--- src/design/bfps_pkg.sv ---
`timescale 1ns / 1ps
`default_nettype none
// ----------------------------------------------------------------------------
// bfps_pkg
// Shared types and constants of the flash program / bank select sequencer.
// ----------------------------------------------------------------------------
package bfps_pkg;

  // request codes
  localparam logic [1:0] REQ_PROGRAM = 2'd0;
  localparam logic [1:0] REQ_ROM     = 2'd1;
  localparam logic [1:0] REQ_RAM     = 2'd2;

  // bank controller codes
  localparam logic [1:0] KIND_MBC1 = 2'd0;
  localparam logic [1:0] KIND_MBC3 = 2'd1;
  localparam logic [1:0] KIND_MBC5 = 2'd2;

  // configuration register indexes
  localparam logic [1:0] CFG_MAPPER_KIND = 2'd0;
  localparam logic [1:0] CFG_LARGE_RAM   = 2'd1;

  localparam int BANK_BYTES = 16384;
  localparam int BANK_SHIFT = $clog2(BANK_BYTES);

  localparam int ADDR_W = 23;
  localparam int BANK_W = 9;
  localparam int BUS_W  = 16;

  // bus addresses and command bytes
  localparam logic [15:0] ADDR_CMD1  = 16'h5555;
  localparam logic [15:0] ADDR_CMD2  = 16'h2AAA;
  localparam logic [15:0] ADDR_BANKL = 16'h2000;
  localparam logic [15:0] ADDR_BANKH = 16'h3000;
  localparam logic [15:0] ADDR_UPPER = 16'h4000;
  localparam logic [7:0]  DATA_UNLOCK1 = 8'hAA;
  localparam logic [7:0]  DATA_UNLOCK2 = 8'h55;
  localparam logic [7:0]  DATA_PROGRAM = 8'hA0;
  localparam logic [7:0]  MBC1_LOW_MASK = 8'h1F;

  // write slots of one request, in bus order
  localparam int NSLOTS = 10;
  localparam int SLOT_W = $clog2(NSLOTS);
  localparam logic [SLOT_W-1:0] SLOT_SEL1_A = 4'd0;
  localparam logic [SLOT_W-1:0] SLOT_SEL1_B = 4'd1;
  localparam logic [SLOT_W-1:0] SLOT_UNLK1  = 4'd2;
  localparam logic [SLOT_W-1:0] SLOT_UNLK2  = 4'd3;
  localparam logic [SLOT_W-1:0] SLOT_SEL2_A = 4'd4;
  localparam logic [SLOT_W-1:0] SLOT_SEL2_B = 4'd5;
  localparam logic [SLOT_W-1:0] SLOT_PGM    = 4'd6;
  localparam logic [SLOT_W-1:0] SLOT_BANK_A = 4'd7;
  localparam logic [SLOT_W-1:0] SLOT_BANK_B = 4'd8;
  localparam logic [SLOT_W-1:0] SLOT_DATA   = 4'd9;

  // command queue
  localparam int QDEPTH = 2;
  localparam int QPTR_W = $clog2(QDEPTH);
  localparam int QCNT_W = $clog2(QDEPTH + 1);

  // up to two mapper register writes of one bank select
  typedef struct packed {
    logic        v1;
    logic        v2;
    logic [15:0] a1;
    logic [7:0]  d1;
    logic [15:0] a2;
    logic [7:0]  d2;
  } sel_t;

  // one decoded request
  typedef struct packed {
    logic [NSLOTS-1:0] mask;
    sel_t              sel1;
    sel_t              selb;
    logic [15:0]       fin_addr;
    logic [7:0]        fin_data;
  } desc_t;

endpackage

`default_nettype wire

--- src/design/bfps_front.sv ---
`timescale 1ns / 1ps
`default_nettype none
// ----------------------------------------------------------------------------
// bfps_front
// Holds the configuration registers and decodes a request into a write plan.
// ----------------------------------------------------------------------------
module bfps_front (
  input  wire logic                      clk,
  input  wire logic                      rst,
  input  wire logic                      cfg_valid,
  input  wire logic [1:0]                cfg_index,
  input  wire logic [1:0]                cfg_data,
  input  wire logic                      accept,
  input  wire logic [1:0]                req_type,
  input  wire logic [bfps_pkg::ADDR_W-1:0] flash_addr,
  input  wire logic [7:0]                byte_value,
  input  wire logic [bfps_pkg::BANK_W-1:0] bank_number,
  output logic                           push,
  output bfps_pkg::desc_t                desc
);
  import bfps_pkg::*;

  logic [1:0] mapper_kind;
  logic       large_ram_mode;

  always_ff @(posedge clk) begin
    if (rst) begin
      mapper_kind    <= KIND_MBC1;
      large_ram_mode <= 1'b0;
    end else if (cfg_valid) begin
      case (cfg_index)
        CFG_MAPPER_KIND: mapper_kind    <= cfg_data;
        CFG_LARGE_RAM:   large_ram_mode <= cfg_data[0];
        default: ;
      endcase
    end
  end

  function automatic sel_t rom_select(input logic [1:0] kind, input logic big_ram,
                                      input logic [BANK_W-1:0] bank);
    sel_t s;
    s = '0;
    if (bank != '0) begin
      unique case (kind)
        KIND_MBC5: begin
          s.v1 = 1'b1; s.a1 = ADDR_BANKL; s.d1 = bank[7:0];
          s.v2 = 1'b1; s.a2 = ADDR_BANKH; s.d2 = {7'd0, bank[8]};
        end
        KIND_MBC1: begin
          if (big_ram) begin
            s.v1 = 1'b1; s.a1 = ADDR_BANKH; s.d1 = bank[7:0];
          end else begin
            s.v1 = 1'b1; s.a1 = ADDR_BANKH; s.d1 = bank[7:0] & MBC1_LOW_MASK;
            s.v2 = 1'b1; s.a2 = ADDR_UPPER; s.d2 = 8'(bank >> 5);
          end
        end
        KIND_MBC3: begin
          s.v1 = 1'b1; s.a1 = ADDR_BANKL; s.d1 = bank[7:0];
        end
        default: ;
      endcase
    end
    return s;
  endfunction

  sel_t                            sel_one;
  sel_t                            sel_ram;
  logic [BANK_W-1:0]               addr_bank;
  logic                            addr_high;

  assign addr_bank = flash_addr[ADDR_W-1:BANK_SHIFT];
  assign addr_high = (addr_bank != '0);
  assign sel_one   = rom_select(mapper_kind, large_ram_mode, BANK_W'(1));

  always_comb begin
    sel_ram = '0;
    if (mapper_kind == KIND_MBC5 || mapper_kind == KIND_MBC3 ||
        (mapper_kind == KIND_MBC1 && large_ram_mode)) begin
      sel_ram.v1 = 1'b1;
      sel_ram.a1 = ADDR_UPPER;
      sel_ram.d1 = bank_number[7:0];
    end
  end

  always_comb begin
    desc          = '0;
    desc.sel1     = sel_one;
    desc.fin_data = byte_value;
    desc.fin_addr = {addr_high ? 2'b01 : flash_addr[15:14], flash_addr[13:0]};
    unique case (req_type)
      REQ_PROGRAM: begin
        desc.selb                   = addr_high ? rom_select(mapper_kind, large_ram_mode,
                                                             addr_bank) : '0;
        desc.mask[SLOT_SEL1_A]      = sel_one.v1;
        desc.mask[SLOT_SEL1_B]      = sel_one.v2;
        desc.mask[SLOT_UNLK1]       = 1'b1;
        desc.mask[SLOT_UNLK2]       = 1'b1;
        desc.mask[SLOT_SEL2_A]      = sel_one.v1;
        desc.mask[SLOT_SEL2_B]      = sel_one.v2;
        desc.mask[SLOT_PGM]         = 1'b1;
        desc.mask[SLOT_BANK_A]      = desc.selb.v1;
        desc.mask[SLOT_BANK_B]      = desc.selb.v2;
        desc.mask[SLOT_DATA]        = 1'b1;
      end
      REQ_ROM: begin
        desc.selb              = rom_select(mapper_kind, large_ram_mode, bank_number);
        desc.mask[SLOT_BANK_A] = desc.selb.v1;
        desc.mask[SLOT_BANK_B] = desc.selb.v2;
      end
      REQ_RAM: begin
        desc.selb              = sel_ram;
        desc.mask[SLOT_BANK_A] = sel_ram.v1;
      end
      default: ;
    endcase
  end

  // requests that write nothing are dropped here
  assign push = accept && (desc.mask != '0);

endmodule

`default_nettype wire

--- src/design/bfps_queue.sv ---
`timescale 1ns / 1ps
`default_nettype none
// ----------------------------------------------------------------------------
// bfps_queue
// Short FIFO of decoded requests between decoder and sequencer.
// ----------------------------------------------------------------------------
module bfps_queue (
  input  wire logic            clk,
  input  wire logic            rst,
  input  wire logic            push,
  input  wire bfps_pkg::desc_t wr_data,
  input  wire logic            pop,
  output bfps_pkg::desc_t      rd_data,
  output logic                 full,
  output logic                 nonempty
);
  import bfps_pkg::*;

  desc_t             mem [QDEPTH];
  logic [QPTR_W-1:0] wr_ptr;
  logic [QPTR_W-1:0] rd_ptr;
  logic [QCNT_W-1:0] count;

  assign full     = (count == QCNT_W'(QDEPTH));
  assign nonempty = (count != '0);
  assign rd_data  = mem[rd_ptr];

  always_ff @(posedge clk) begin
    if (push) begin
      mem[wr_ptr] <= wr_data;
    end
  end

  always_ff @(posedge clk) begin
    if (rst) begin
      wr_ptr <= '0;
      rd_ptr <= '0;
      count  <= '0;
    end else begin
      if (push) begin
        wr_ptr <= (wr_ptr == QPTR_W'(QDEPTH - 1)) ? '0 : wr_ptr + 1'b1;
      end
      if (pop) begin
        rd_ptr <= (rd_ptr == QPTR_W'(QDEPTH - 1)) ? '0 : rd_ptr + 1'b1;
      end
      if (push && !pop) begin
        count <= count + 1'b1;
      end else if (pop && !push) begin
        count <= count - 1'b1;
      end
    end
  end

`ifndef SYNTHESIS
  a_no_overflow: assert property (@(posedge clk) disable iff (rst) !(push && full && !pop))
    else $error("queue push while full");
  a_no_underflow: assert property (@(posedge clk) disable iff (rst) !(pop && !nonempty))
    else $error("queue pop while empty");
  a_count_up: assert property (@(posedge clk) disable iff (rst)
                               (push && !pop) |=> (count == $past(count) + 1'b1))
    else $error("queue count did not follow push");
`endif

endmodule

`default_nettype wire

--- src/design/bfps_back.sv ---
`timescale 1ns / 1ps
`default_nettype none
// ----------------------------------------------------------------------------
// bfps_back
// Walks the write plan of one request, one bus write per cycle.
// ----------------------------------------------------------------------------
module bfps_back (
  input  wire logic            clk,
  input  wire logic            rst,
  input  wire bfps_pkg::desc_t q_data,
  input  wire logic            q_nonempty,
  output logic                 pop,
  output logic                 strobe,
  output logic [15:0]          bus_addr,
  output logic [7:0]           bus_data,
  output logic                 strobe_kind,
  output logic                 last_write
);
  import bfps_pkg::*;

  desc_t              cur;
  logic [NSLOTS-1:0]  mask;
  logic [NSLOTS-1:0]  low;
  logic [NSLOTS-1:0]  mask_next;
  logic [SLOT_W-1:0]  slot;

  assign low       = mask & (~mask + 1'b1);
  assign mask_next = mask & ~low;

  always_comb begin
    slot = '0;
    for (int i = 0; i < NSLOTS; i++) begin
      if (low[i]) begin
        slot = slot | SLOT_W'(i);
      end
    end
  end

  always_comb begin
    bus_addr    = cur.fin_addr;
    bus_data    = cur.fin_data;
    strobe_kind = 1'b1;
    unique case (slot)
      SLOT_SEL1_A, SLOT_SEL2_A: begin
        bus_addr = cur.sel1.a1; bus_data = cur.sel1.d1; strobe_kind = 1'b0;
      end
      SLOT_SEL1_B, SLOT_SEL2_B: begin
        bus_addr = cur.sel1.a2; bus_data = cur.sel1.d2; strobe_kind = 1'b0;
      end
      SLOT_UNLK1: begin
        bus_addr = ADDR_CMD1; bus_data = DATA_UNLOCK1;
      end
      SLOT_UNLK2: begin
        bus_addr = ADDR_CMD2; bus_data = DATA_UNLOCK2;
      end
      SLOT_PGM: begin
        bus_addr = ADDR_CMD1; bus_data = DATA_PROGRAM;
      end
      SLOT_BANK_A: begin
        bus_addr = cur.selb.a1; bus_data = cur.selb.d1; strobe_kind = 1'b0;
      end
      SLOT_BANK_B: begin
        bus_addr = cur.selb.a2; bus_data = cur.selb.d2; strobe_kind = 1'b0;
      end
      default: ;
    endcase
  end

  assign strobe     = (mask != '0);
  assign last_write = strobe && (mask_next == '0);
  // fetch the next plan in the cycle the current one finishes, or when idle
  assign pop        = q_nonempty && (mask_next == '0);

  always_ff @(posedge clk) begin
    if (rst) begin
      mask <= '0;
    end else if (pop) begin
      mask <= q_data.mask;
    end else begin
      mask <= mask_next;
    end
  end

  always_ff @(posedge clk) begin
    if (pop) begin
      cur <= q_data;
    end
  end

`ifndef SYNTHESIS
  a_contiguous: assert property (@(posedge clk) disable iff (rst)
                                 (strobe && !last_write) |=> strobe)
    else $error("request writes not contiguous");
  a_idle_after_last: assert property (@(posedge clk) disable iff (rst)
                                      (last_write && !q_nonempty) |=> !strobe)
    else $error("write after last with empty queue");
  a_last_single: assert property (@(posedge clk) disable iff (rst)
                                  last_write |-> $onehot(mask))
    else $error("last write with writes pending");
`endif

endmodule

`default_nettype wire

--- src/design/banked_flash_program_sequencer_core.sv ---
`timescale 1ns / 1ps
`default_nettype none
// ----------------------------------------------------------------------------
// banked_flash_program_sequencer_core
// Turns program / bank select requests into ordered cartridge bus writes.
//
//  channel   handshake                 payload
//  request   start, busy               req_type, flash_addr, byte_value, bank_number
//  write     strobe (no back-pressure) bus_addr, bus_data, strobe_kind, last_write
//  config    cfg_valid, cfg_ready      cfg_index, cfg_data
//
//  One bus write per cycle; a request makes as many writes as its plan holds
//  (1 to 10), set by the sequencer walking its write plan.
//  First write goes out after the plan is queued and then loaded into the write mask.
//  A two-entry plan queue lets requests be taken while writes go out; busy
//  is high only while that queue is full.
//  rst (synchronous) clears the queue, the sequencer and the config registers.
// ----------------------------------------------------------------------------
module banked_flash_program_sequencer_core (
  input  wire logic                        clk,
  input  wire logic                        rst,
  input  wire logic                        start,
  output logic                             busy,
  input  wire logic [1:0]                  req_type,
  input  wire logic [bfps_pkg::ADDR_W-1:0] flash_addr,
  input  wire logic [7:0]                  byte_value,
  input  wire logic [bfps_pkg::BANK_W-1:0] bank_number,
  output logic                             strobe,
  output logic [15:0]                      bus_addr,
  output logic [7:0]                       bus_data,
  output logic                             strobe_kind,
  output logic                             last_write,
  input  wire logic                        cfg_valid,
  output logic                             cfg_ready,
  input  wire logic [1:0]                  cfg_index,
  input  wire logic [1:0]                  cfg_data
);
  import bfps_pkg::*;

  logic  q_full;
  logic  q_nonempty;
  logic  push;
  logic  pop;
  desc_t front_desc;
  desc_t q_desc;

  assign busy      = q_full;
  assign cfg_ready = 1'b1;

  bfps_front u_front (
    .clk         (clk),
    .rst         (rst),
    .cfg_valid   (cfg_valid),
    .cfg_index   (cfg_index),
    .cfg_data    (cfg_data),
    .accept      (start && !q_full),
    .req_type    (req_type),
    .flash_addr  (flash_addr),
    .byte_value  (byte_value),
    .bank_number (bank_number),
    .push        (push),
    .desc        (front_desc)
  );

  bfps_queue u_queue (
    .clk      (clk),
    .rst      (rst),
    .push     (push),
    .wr_data  (front_desc),
    .pop      (pop),
    .rd_data  (q_desc),
    .full     (q_full),
    .nonempty (q_nonempty)
  );

  bfps_back u_back (
    .clk         (clk),
    .rst         (rst),
    .q_data      (q_desc),
    .q_nonempty  (q_nonempty),
    .pop         (pop),
    .strobe      (strobe),
    .bus_addr    (bus_addr),
    .bus_data    (bus_data),
    .strobe_kind (strobe_kind),
    .last_write  (last_write)
  );

endmodule

`default_nettype wire
--- config.mk ---
export PLATFORM = sky130hd
export DESIGN_NAME = banked_flash_program_sequencer_core
export DESIGN_NICKNAME = d
export VERILOG_FILES = /design/src/design/bfps_pkg.sv /design/src/design/bfps_front.sv /design/src/design/bfps_queue.sv /design/src/design/bfps_back.sv /design/src/design/banked_flash_program_sequencer_core.sv
export SDC_FILE = /design/constraint.sdc
export NUM_CORES = 1
export LEC_CHECK = 0
export ABC_AREA = 1
export BUFFER_PORTS_ARGS = -buffer_cell sky130_fd_sc_hd__buf_2
export CORE_MARGIN = 3
export CORE_UTILIZATION = 41
export DETAILED_ROUTE_END_ITERATION = 6
export PLACE_DENSITY = 0.7
export SLEW_MARGIN = 0
export SYNTH_ARGS = -nofsm -noshare
export SYNTH_HDL_FRONTEND = slang
export SYNTH_SLANG_ARGS = --single-unit
--- constraint.sdc ---
create_clock -name clk -period 5.2 [get_ports clk]
set_input_delay 1.04 -clock clk [delete_from_list [all_inputs] [get_ports clk]]
set_output_delay 1.04 -clock clk [all_outputs]
set_load 0.05 [all_outputs]
==> flow_summary.json, run 1 <==
{
  "overflow": 0,
  "cts.sinks": 163,
  "synthMostInstantiatedCell": "sky130_fd_sc_hd__edfxtp_1",
  "timing_worst_slew_pin_value_ns": 1.09,
  "grt_use_met3_pct": 3.09,
  "timing.critical_path.buf_inv": 2,
  "core_area_um2": 16100,
  "critical-path-top-delay-family": "simple AND/OR/NAND/NOR gates",
  "clk_root_buffer_cell": "sky130_fd_sc_hd__clkbuf_16",
  "post-route-min-period_ns": 3.68,
  "count_of_cells_resized_by_post_cts_repair": 0,
  "numPortBuffers": 77,
  "postSynth.asyncResetShare_pct": 0,
  "drtPass1Iterations": 5,
  "crit_path_max_incr_delay_ns": 0.43,
  "worst_path_max_delay_cell": "sky130_fd_sc_hd__inv_2",
  "hold_violations": 0,
  "tritoncts_clock_tree": "yes",
  "finalClockSkew_ns": 0.00696,
  "antenna_cells_inserted": 0,
  "mappedNetlistArea_um2": 6830,
  "rsz_0062_raised_after_global_routing": "no",
  "synth.top_cells.by_area": "sky130_fd_sc_hd__edfxtp_1 64%, sky130_fd_sc_hd__mux2_2 8.2%, sky130_fd_sc_hd__nand2_1 5.7%",
  "detail_route.wirelength_um": 13600,
  "synth_top_flop_cell": "sky130_fd_sc_hd__edfxtp_1",
  "grt_antenna_before_repair": 0,
  "detail_route.vias_per_cell": 4.97,
  "dr_total_vias": 4249,
  "max-clock-path-buffers": 2,
  "crit_chain": "nor2_4 -> nand2_4 -> nor2_8 -> nand3_1 -> inv_2 -> nand2_1 -> nand4_1 -> buf_2",
  "drt_drc_violations_left": 0,
  "start_kind": "flip-flop",
  "synth-seq-area-share_pct": 69.0,
  "gp_congestion": 0.985,
  "final_net_count": 682,
  "cts.reportedPaths.clkPinSlew_ns": 0.06,
  "gr-usage-all-layers_pct": 15.5,
  "reg2reg_from": "u_front.mapper_kind[1]$_SDFFE_PP0P_",
  "hpwlAfterDp_um": 9360,
  "busiest_layer": "met2",
  "critPathArrivalTime_ns": 2.64,
  "holdCritStartpoint": "u_queue.rd_ptr$_SDFFE_PP0P_",
  "cts_post_setup_buffers_inserted": 0,
  "critical_path.startpoint": "u_back.mask[0]$_SDFF_PP0_",
  "postRouteAntennaNets": 0,
  "slew_limit_headroom_pct": 26.9,
  "timing.final.crit_share_pct": 70.9,
  "detailedRoute.firstIterationViolations": 228,
  "critPathKind": "reg2out",
  "hold_class": "reg2reg",
  "synth.ff_latch_count": 163,
  "grtUsageMet1_pct": 21.3,
  "grt_first_pass_wirelength_um": 21900,
  "max_freq_mhz": 271,
  "synth.top_cells.by_count": "145 x sky130_fd_sc_hd__edfxtp_1, 103 x sky130_fd_sc_hd__nand2_1, 59 x sky130_fd_sc_hd__inv_1, 50 x sky130_fd_sc_hd__mux2_2, 38 x sky130_fd_sc_hd__nor2_1",
  "setup_viol": 0,
  "clock_insertion_delay_worst_skew_ns": 0.41,
  "die_width_um": 135,
  "rows": 46,
  "pin_count_of_the_biggest_net_entering_global_routing": 51,
  "synth_warnings": 0,
  "wire_per_inst_um": 15.9,
  "synth-edff-count": 145,
  "critPathMaxFanout": 23,
  "cts_hold_buf": 0,
  "met2_usage_pct": 24.2,
  "first_global_vias": 4325,
  "dieHeight_um": 135,
  "yosys.area.top_type_share_pct": 63.7,
  "syn_avg_cell_area_um2": 12.7,
  "cts_buffers": 17,
  "netlist_instances": 539,
  "floorplan.initialDensity_pct": 42.4,
  "worst-endpoint-required_ns": 4.16,
  "timing.final.max_slew_violations": 0,
  "synth.largest_area_cell": "sky130_fd_sc_hd__edfxtp_1",
  "ctsHtreeMaxLevel": 4,
  "synthDistinctLibCells": 36,
  "finalSetupTns_ns": 0,
  "post_route_cells_drive_above_1_share_pct": 27.7,
  "critical_path.endpoint_type": "primary output",
  "ioPinCount": 79,
  "synthToLayoutAreaGrowth_pct": 17.3,
  "fp.dieArea_um2": 18200,
  "run_status": "complete, no violations",
  "drv_cap": 0
}
logic make-up (layout without fill, tap and decap cells):
| family | after synthesis | count (layout) | share of synthesized area (%) |
|---|---|---|---|
| adder cells (fa/ha/maj) | 5 | 5 | 0.916 |
| XOR/XNOR | 1 | 1 | 0.128 |
| AO/OA/AOI/OAI | 41 | 41 | 3.37 |
| multiplexers | 50 | 50 | 8.24 |
| flip-flops | 163 | 163 | 69.0 |
| AND/OR/NAND/NOR | 200 | 200 | 13.8 |
| buffers and inverters | 77 | 176 | 4.41 |
| other | 2 | 3 | 0.110 |
worst reg2reg max path, delay by kind of cell, from the launching register on:
kind	cells	cell delay [ns]
AOI/OAI and AO/OA	1	0.05
adders and majority gates	1	0.33
buffers and inverters	3	0.60
DFF	1	0.36
and+or+nand+nor	6	1.22
stage by stage:
stage                     hold slack, ns  instances  instance area, um2  setup WS (ns)  util [%]
after floorplan                    0.445        540                6840          0.829         -
after CTS                          0.473        855                8010           1.44      49.7
after global routing               0.499        855                8010           1.34      49.7
final                              0.470        855                8010           1.52      49.7
after detailed placement           0.464        824                7460           1.42      46.3
after global placement             0.453        824                7460           1.62      46.3
area by class of cell:
| cell class | count | area, um2 |
|---|---|---|
| fillers | 1399 | 8110 |
| clock buffers | 19 | 433 |
| clock inverters | 12 | 116 |
| multi-input cells | 300 | 1830 |
| repair buffers | 79 | 400 |
| flip-flops and latches | 163 | 4720 |
| well taps | 216 | 270 |
| inverters | 66 | 248 |
registers in the layout, summed over array words and instances, names as in the netlist, named ones only:
name and flops:
u_front.large_ram_mode 1, u_queue.rd_ptr 1, u_back.mask 10, u_back.cur 45, u_queue.wr_ptr 1, u_queue.mem 100, u_front.mapper_kind 2, u_queue.count 2
worst paths after layout:
check | to | slack (ns) | depth (start not counted)
worst min register to register | flip-flop | 0.47 | 2
worst max register to register | u_queue.mem[0][10]$_DFFE_PP_ | 2.30 | 11
worst min-delay path | flip-flop | 0.47 | 2
worst max-delay path | bus_addr[12] | 1.52 | 8
cell usage in the layout, fill, tap and decap left out, types with 3 or more instances in the layout:
cell | netlist | layout
sky130_fd_sc_hd__buf_2 | 7 | 77
sky130_fd_sc_hd__ha_1 | 5 | 5
sky130_fd_sc_hd__o21ai_0 | 14 | 14
sky130_fd_sc_hd__dfxtp_1 | 18 | 17
sky130_fd_sc_hd__nand4_1 | 13 | 13
sky130_fd_sc_hd__a22oi_1 | 3 | 3
sky130_fd_sc_hd__nand2_1 | 103 | 103
sky130_fd_sc_hd__nand3_2 | 4 | 4
sky130_fd_sc_hd__nor2_1 | 38 | 37
sky130_fd_sc_hd__mux2_2 | 50 | 50
sky130_fd_sc_hd__inv_2 | 5 | 6
sky130_fd_sc_hd__conb_1 | 2 | 3
sky130_fd_sc_hd__o22ai_1 | 5 | 5
sky130_fd_sc_hd__a21oi_1 | 8 | 8
sky130_fd_sc_hd__nand3b_1 | 3 | 3
sky130_fd_sc_hd__clkbuf_16 | 0 | 17
sky130_fd_sc_hd__inv_1 | 59 | 58
sky130_fd_sc_hd__clkinv_2 | 0 | 4
sky130_fd_sc_hd__clkinv_1 | 2 | 5
sky130_fd_sc_hd__o21ai_1 | 7 | 7
sky130_fd_sc_hd__edfxtp_1 | 145 | 145
sky130_fd_sc_hd__nand3_1 | 27 | 27
routing by layer:
| metal | wire length, um | vias to the layer above |
|---|---|---|
| met4 | 322 | 0 |
| met2 | 6370 | 125 |
| met3 | 553 | 27 |
| met1 | 6310 | 2041 |
| li1 | - | 2056 |
| met5 | 0 | - |
Power of run 1 is not shown: default switching activity piles up to over one toggle a cycle in this logic, so the estimate is an artifact.
==> run 2, diff against run 1 <==
--- a/config.mk
+++ b/config.mk
@@ -5,12 +5,12 @@
 export SDC_FILE = /design/constraint.sdc
 export NUM_CORES = 1
 export LEC_CHECK = 0
-export ABC_AREA = 1
+export ABC_AREA = 0
 export BUFFER_PORTS_ARGS = -buffer_cell sky130_fd_sc_hd__buf_2
 export CORE_MARGIN = 3
 export CORE_UTILIZATION = 41
 export DETAILED_ROUTE_END_ITERATION = 6
-export PLACE_DENSITY = 0.7
+export PLACE_DENSITY = 0.73
 export SLEW_MARGIN = 0
 export SYNTH_ARGS = -nofsm -noshare
 export SYNTH_HDL_FRONTEND = slang
==> constraint.sdc (replaced) <==
create_clock -name clk -period 3.22 [get_ports clk]
set_input_delay 0.644 -clock clk [delete_from_list [all_inputs] [get_ports clk]]
set_output_delay 0.644 -clock clk [all_outputs]
set_load 0.05 [all_outputs]
==> run 2 against run 1 <==
Net effect:
- first-iteration DRC count grew 34%
- core utilization grew 1.2 points
- sequential share of layout area shrank 1.1 points
- largest cell class unchanged
- wire length grew 3.6%
- area after synthesis shrank 0.77%
- highest routed layer unchanged
==> flow_summary.json, run 2 <==
{
  "clock_insertion_delay_worst_skew_ns": 0.42,
  "dr_total_vias": 4087,
  "rr_endpoint": "u_queue.mem[1][1]$_DFFE_PP_",
  "largest_reg_flops": 100,
  "synth.top_cells.by_area": "sky130_fd_sc_hd__edfxtp_1 64%, sky130_fd_sc_hd__mux2_2 8.0%, sky130_fd_sc_hd__dfxtp_1 5.3%",
  "overflow": 0,
  "detail_route.wirelength_um": 14000,
  "synthMostInstantiatedCell": "sky130_fd_sc_hd__edfxtp_1",
  "final_net_count": 591,
  "synth_warnings": 0,
  "highest_count_cells_in_the_layout_ignoring_fill_and_taps": "145 x sky130_fd_sc_hd__edfxtp_1, 76 x sky130_fd_sc_hd__buf_2, 48 x sky130_fd_sc_hd__mux2_2",
  "clock_power_share_pct": 24.7,
  "max-clock-path-buffers": 2,
  "p_leak_uw": 0.00309,
  "timing.critical_path.buf_inv": 1,
  "max_freq_mhz": 321,
  "pin_count_of_the_biggest_net_entering_global_routing": 53,
  "finalClockSkew_ns": 0.00794,
  "timing.final.crit_share_pct": 96.7,
  "synthDistinctLibCells": 57,
  "first_global_vias": 4030,
  "clk_root_buffer_cell": "sky130_fd_sc_hd__clkbuf_16",
  "gp_congestion": 0.819,
  "detailedRoute.firstIterationViolations": 305,
  "worst_r2r_path_depth": 8,
  "setup_viol": 0,
  "postRouteAntennaNets": 0,
  "layout.cells.most_common": "sky130_fd_sc_hd__edfxtp_1",
  "start_kind": "flip-flop",
  "sequentialPowerShare_pct": 33.8,
  "wire_per_inst_um": 18.4,
  "grt_first_pass_wirelength_um": 21900,
  "hold_violations": 0,
  "synth.largest_area_cell": "sky130_fd_sc_hd__edfxtp_1",
  "drv_cap": 0,
  "netlist_instances": 450,
  "top_register": "u_queue.mem",
  "worst_path_max_delay_cell": "sky130_fd_sc_hd__or4_4",
  "synth.ff_latch_count": 163,
  "detail_route.vias_per_cell": 5.34,
  "die_width_um": 135,
  "combinationalPowerShare_pct": 41.6,
  "drt_drc_violations_left": 0,
  "drtPass1Iterations": 5,
  "ioPinCount": 79,
  "dieHeight_um": 135,
  "fp.dieArea_um2": 18100,
  "core_area_um2": 16100,
  "timing.final.max_slew_violations": 0,
  "cts.reportedPaths.clkPinSlew_ns": 0.06,
  "post-route-min-period_ns": 3.11,
  "synth-seq-area-share_pct": 69.5,
  "antenna_cells_inserted": 0,
  "timing_worst_slew_pin_value_ns": 0.600,
  "mappedNetlistArea_um2": 6780,
  "critical-path-top-delay-family": "compound AO/OA/AOI/OAI gates",
  "cts_buffers": 17,
  "yosys.area.top_type_share_pct": 64.2,
  "syn_avg_cell_area_um2": 15.1,
  "crit_chain": "or4_4 -> a21o_1 -> o31ai_1 -> o21ai_1 -> o32a_1 -> buf_2",
  "run_status": "complete, no violations",
  "ctsHtreeMaxLevel": 4,
  "synth-edff-count": 145,
  "postSynth.asyncResetShare_pct": 0,
  "total_power_uw": 9370,
  "r2r_setup_slack_ns": 0.57,
  "critPathMaxFanout": 10,
  "holdCritStartpoint": "flash_addr[6]",
  "tritoncts_clock_tree": "yes",
  "nFillCells": 1296,
  "critical_path.endpoint_type": "primary output",
  "hpwlAfterDp_um": 9200,
  "reg2reg_from": "u_front.mapper_kind[1]$_SDFFE_PP0P_",
  "rsz_0062_raised_after_global_routing": "no",
  "gr-usage-all-layers_pct": 16.0,
  "grt_antenna_before_repair": 0,
  "hold_end": "u_queue.mem[0][14]$_DFFE_PP_",
  "p_sw_uw": 3780,
  "finalSetupTns_ns": 0,
  "post_route_cells_drive_above_1_share_pct": 33.9,
  "critPathKind": "reg2out",
  "slew_limit_headroom_pct": 59.7,
  "synth_top_flop_cell": "sky130_fd_sc_hd__edfxtp_1",
  "worst-endpoint-required_ns": 2.58,
  "critPathArrivalTime_ns": 2.47,
  "hold-worst-slack_ns": 0.409,
  "power.share.switching_pct": 40.3,
  "synth.top_cells.by_count": "145 x sky130_fd_sc_hd__edfxtp_1, 48 x sky130_fd_sc_hd__mux2_2, 35 x sky130_fd_sc_hd__nor2_1, 18 x sky130_fd_sc_hd__dfxtp_1, 16 x sky130_fd_sc_hd__a21o_1",
  "crit_path_max_incr_delay_ns": 0.59,
  "top_regs": "u_queue.mem x100, u_back.cur x45, u_back.mask x10",
  "power.density_nw_per_um2": 1150,
  "max-vdd-ir-drop_mv": 1.44,
  "internal_power_uw": 5600,
  "floorplan.initialDensity_pct": 42.2,
  "synthToLayoutAreaGrowth_pct": 20.6,
  "numPortBuffers": 77,
  "cts_hold_buf": 0,
  "final_util_pct": 50.9,
  "cts.sinks": 163,
  "rows": 46,
  "hold_path_depth": 1,
  "hold_class": "in2reg"
}
-- run 2: cell count changes after synthesis, sizes merged, moves of 7 or more --
cell and delta:
nand2 -92, inv -52, nand3 -22, a21o +16, nand4 -13, nor3 +10, a22o +9, mux2i +9
o21ai -9, nand2b +8, nor2 -7
-- run 2: layer usage --
| metal | track usage, % | share of wire [%] | vias to the layer above |
|---|---|---|---|
| met5 | 0 | 0 | - |
| met4 | 5.71 | 1.5 | 0 |
| met3 | 4.84 | 4.8 | 20 |
| met2 | 24.3 | 47 | 114 |
| met1 | 22.1 | 47 | 2046 |
| li1 | - | - | 1907 |
-- run 2: stage by stage --
step                      std cells  instance area, um2  setup slack (ns)
final                           765                8180             0.105
after CTS                       763                8160            0.0153
after global placement          730                7440             0.394
after global routing            765                8180          0.000235
after detailed placement        730                7440             0.343
after floorplan                 451                6790             0.200
-- run 2: logic make-up after synthesis --
group           Yosys count  synth area share [%]
flops                   163                  69.5
simple gates            104                  8.12
compound gates           82                  9.23
mux                      57                  9.30
buf+inv                  33                  2.23
fa+ha+maj                 6                  1.07
xor+xnor                  3                 0.388
other cells               2                 0.111
-- run 2: worst max-delay path by stage --
stage | startpoint | to | depth (start not counted)
after global placement | u_back.mask[0]$_SDFF_PP0_ | bus_addr[12] | 7
after CTS | u_back.mask[7]$_SDFF_PP0_ | bus_addr[13] | 7
after global routing | u_back.mask[0]$_SDFF_PP0_ | bus_addr[13] | 6
after detailed placement | u_back.mask[0]$_SDFF_PP0_ | bus_addr[12] | 7
after floorplan | u_front.mapper_kind[1]$_SDFFE_PP0P_ | u_queue.mem[0][0]$_DFFE_PP_ | 7
final | u_back.mask[0]$_SDFF_PP0_ | bus_addr[13] | 6
-- run 2: repair_timing --
item                                    4_1_cts  5_1_grt
gates cloned                                  0        0
pin swaps                                     1        3
endpoints found under the setup margin       17       11
setup buffers                                 1        2
endpoints found under the hold margin         0        0
gates resized for setup                       7        3
-- run 2: cell type report --
class	instances	area [um2]	share of cell area [%]
sequential	163	4720	57.7
inverter	12	45.0	0.551
multi-input combinational	255	1950	23.9
clock buffer	17	425	5.20
clock inverter	15	262	3.20
tap	216	270	3.30
timing repair buffer	87	500	6.12
-- run 2: power by group through the flow --
stage | registers, uW | logic [uW] | clock network (uW)
floorplan | 3050 | 2950 | 0
global placement | 3180 | 3760 | 0
detailed placement | 3190 | 3800 | 0
CTS | 3160 | 3900 | 2350
global route | 3210 | 4140 | 2420
finish | 3170 | 3900 | 2310
Power figures use the tool's default switching activity.
==> run 3, diff against run 2 <==
--- a/config.mk
+++ b/config.mk
@@ -7,10 +7,13 @@
 export LEC_CHECK = 0
 export ABC_AREA = 0
 export BUFFER_PORTS_ARGS = -buffer_cell sky130_fd_sc_hd__buf_2
+export CELL_PAD_IN_SITES_DETAIL_PLACEMENT = 1
+export CELL_PAD_IN_SITES_GLOBAL_PLACEMENT = 1
+export CORE_ASPECT_RATIO = 0.75
 export CORE_MARGIN = 3
 export CORE_UTILIZATION = 41
 export DETAILED_ROUTE_END_ITERATION = 6
-export PLACE_DENSITY = 0.73
+export PLACE_DENSITY = 0.82
 export SLEW_MARGIN = 0
 export SYNTH_ARGS = -nofsm -noshare
 export SYNTH_HDL_FRONTEND = slang
==> run 3 against run 2 <==
Net effect:
- sequential power up 1%
- first-iteration DRC count up 12%
- final area up 0.14%
- die area about the same
- clock power down 5%
- sequential share of layout area down 0.064 points
- critical path type unchanged
- critical endpoint is now last_write
- combinational power up 7.4%
- wire length up 27%
- total power up 2.3%
==> flow_summary.json, run 3 (synthesis results as in run 2) <==
{
  "start_kind": "flip-flop",
  "cts.reportedPaths.clkPinSlew_ns": 0.06,
  "post-route-min-period_ns": 3.11,
  "max-clock-path-buffers": 2,
  "gr-usage-all-layers_pct": 19.8,
  "grtUsageMet1_pct": 26.4,
  "total_power_uw": 9590,
  "hold_path_depth": 1,
  "clock_insertion_delay_worst_skew_ns": 0.42,
  "drt_drc_violations_left": 0,
  "critPathMaxFanout": 8,
  "detailedRoute.firstIterationViolations": 341,
  "grt_antenna_before_repair": 0,
  "numPortBuffers": 77,
  "critical_path.endpoint_type": "primary output",
  "top_regs": "u_queue.mem x100, u_back.cur x45, u_back.mask x10",
  "postRouteAntennaNets": 0,
  "highest_count_cells_in_the_layout_ignoring_fill_and_taps": "145 x sky130_fd_sc_hd__edfxtp_1, 74 x sky130_fd_sc_hd__buf_2, 48 x sky130_fd_sc_hd__mux2_2",
  "stdcell_area_um2": 8190,
  "critPathArrivalTime_ns": 2.46,
  "clock_power_share_pct": 22.9,
  "met2_usage_pct": 33.2,
  "slew_limit_headroom_pct": 55.2,
  "ctsHtreeMaxLevel": 4,
  "top_register": "u_queue.mem",
  "dr_total_vias": 4298,
  "rows": 40,
  "layout.cells.most_common": "sky130_fd_sc_hd__edfxtp_1",
  "grt_first_pass_wirelength_um": 27400,
  "p_sw_uw": 4050,
  "tritoncts_clock_tree": "yes",
  "holdCritStartpoint": "flash_addr[6]",
  "final_net_count": 595,
  "hold_class": "in2reg",
  "sequentialPowerShare_pct": 33.4,
  "overflow": 0,
  "worst-endpoint-required_ns": 2.58,
  "fp.dieArea_um2": 18100,
  "detail_route.vias_per_cell": 5.63,
  "drv_cap": 0,
  "hpwlAfterDp_um": 11300,
  "ioPinCount": 79,
  "post_route_cells_drive_above_1_share_pct": 35.6,
  "die_width_um": 154,
  "nFillCells": 1600,
  "first_global_vias": 4620,
  "final_util_pct": 50.8,
  "clk_root_buffer_cell": "sky130_fd_sc_hd__clkbuf_16",
  "detail_route.wirelength_um": 17900,
  "drtPass1Iterations": 5,
  "antenna_cells_inserted": 0,
  "place_area_um2": 7440,
  "dieHeight_um": 117,
  "finalSetupTns_ns": 0,
  "internal_power_uw": 5530,
  "rr_endpoint": "u_queue.count[1]$_SDFFE_PP0P_",
  "worst_r2r_path_depth": 8,
  "timing_worst_slew_pin_value_ns": 0.664,
  "max-vdd-ir-drop_mv": 0.685,
  "critical_path.startpoint": "u_back.mask[3]$_SDFF_PP0_",
  "r2r_setup_slack_ns": 0.42,
  "run_status": "complete, no violations",
  "pin_count_of_the_biggest_net_entering_global_routing": 53,
  "finalClockSkew_ns": 0.00707,
  "largest_reg_flops": 100,
  "core_area_um2": 16100,
  "timing.final.crit_share_pct": 96.4,
  "hold-worst-slack_ns": 0.410,
  "cts_buffers": 17,
  "max_freq_mhz": 322,
  "power.density_nw_per_um2": 1170,
  "busiest_layer": "met2",
  "setup_viol": 0,
  "gp_congestion": 0.803,
  "synthToLayoutAreaGrowth_pct": 20.8,
  "grt_use_met3_pct": 3.80,
  "critPathKind": "reg2out",
  "hold_violations": 0,
  "wire_per_inst_um": 23.4,
  "power.share.switching_pct": 42.3,
  "hold_end": "u_queue.mem[1][14]$_DFFE_PP_",
  "p_leak_uw": 0.00310,
  "reg2reg_from": "u_back.mask[3]$_SDFF_PP0_",
  "timing.final.max_slew_violations": 0,
  "combinationalPowerShare_pct": 43.7,
  "rsz_0062_raised_after_global_routing": "no",
  "floorplan.initialDensity_pct": 42.1,
  "cts.sinks": 163
}
## run 3: cell count changes in the layout (fill, tap and decap cells not counted), sizes merged
cell | previous run | this run
clkinv | 5 | 7
buf | 87 | 89
clkbuf | 17 | 18
and3b | 1 | 2
bufinv | 7 | 5
## run 3: per-stage QoR
step / cells / setup slack, ns
after floorplan: 451 / 0.200
after global placement: 725 / 0.384
after detailed placement: 725 / 0.212
after CTS: 759 / 0.00720
after global routing: 763 / 0.0104
final: 763 / 0.115
## run 3: critical path: stages, from the launching register on
cell	delay, ns
sky130_fd_sc_hd__dfxtp_2	0.37
sky130_fd_sc_hd__or4_4	0.60
sky130_fd_sc_hd__buf_4	0.16
sky130_fd_sc_hd__a2111oi_2	0.33
sky130_fd_sc_hd__o31ai_1	0.16
sky130_fd_sc_hd__nor2_1	0.14
sky130_fd_sc_hd__buf_2	0.27
## run 3: timing repair
item / in CTS / in global routing
resized for setup: 10 / 12
endpoints found under the setup margin: 23 / 15
pin swaps: 3 / 4
hold buffers: 0 / 0
buffers inserted: 1 / 4
gates cloned: 1 / 0
endpoints found under the hold margin: 0 / 0
## run 3: metal layers
metal | part of all wire [%] | vias to the layer above
li1 | - | 1920
met2 | 50 | 149
met5 | 0 | -
met3 | 4.4 | 24
met1 | 44 | 2205
met4 | 1.9 | 0
## run 3: final cells by class
class,count,area (um2),share of cell area [%]
inverters,12,45.0,0.550
clock inverters,15,214,2.61
multi-input cells,256,1990,24.3
well taps,210,263,3.21
clock buffers,17,425,5.19
repair buffers,90,528,6.45
flip-flops and latches,163,4720,57.7
## run 3: worst max path at each step
| stage | end | slack, ns | depth (start not counted) |
|---|---|---|---|
| after global routing | last_write | 0.01 | 6 |
| after detailed placement | bus_addr[12] | 0.21 | 6 |
| after floorplan | u_queue.mem[0][0]$_DFFE_PP_ | 0.20 | 7 |
| after global placement | bus_addr[12] | 0.38 | 6 |
| after CTS | bus_addr[14] | 0.007 | 7 |
| final | last_write | 0.11 | 6 |
## run 3: power groups by stage
stage          Sequential [uW]  Clock (uW)  Combinational [uW]
6_report                  3210        2190                4190
5_1_grt                   3250        2320                4410
4_1_cts                   3190        2220                4020
3_5_place_dp              3210           0                3890
3_3_place_gp              3150           0                3730
2_1_floorplan             3050           0                2950
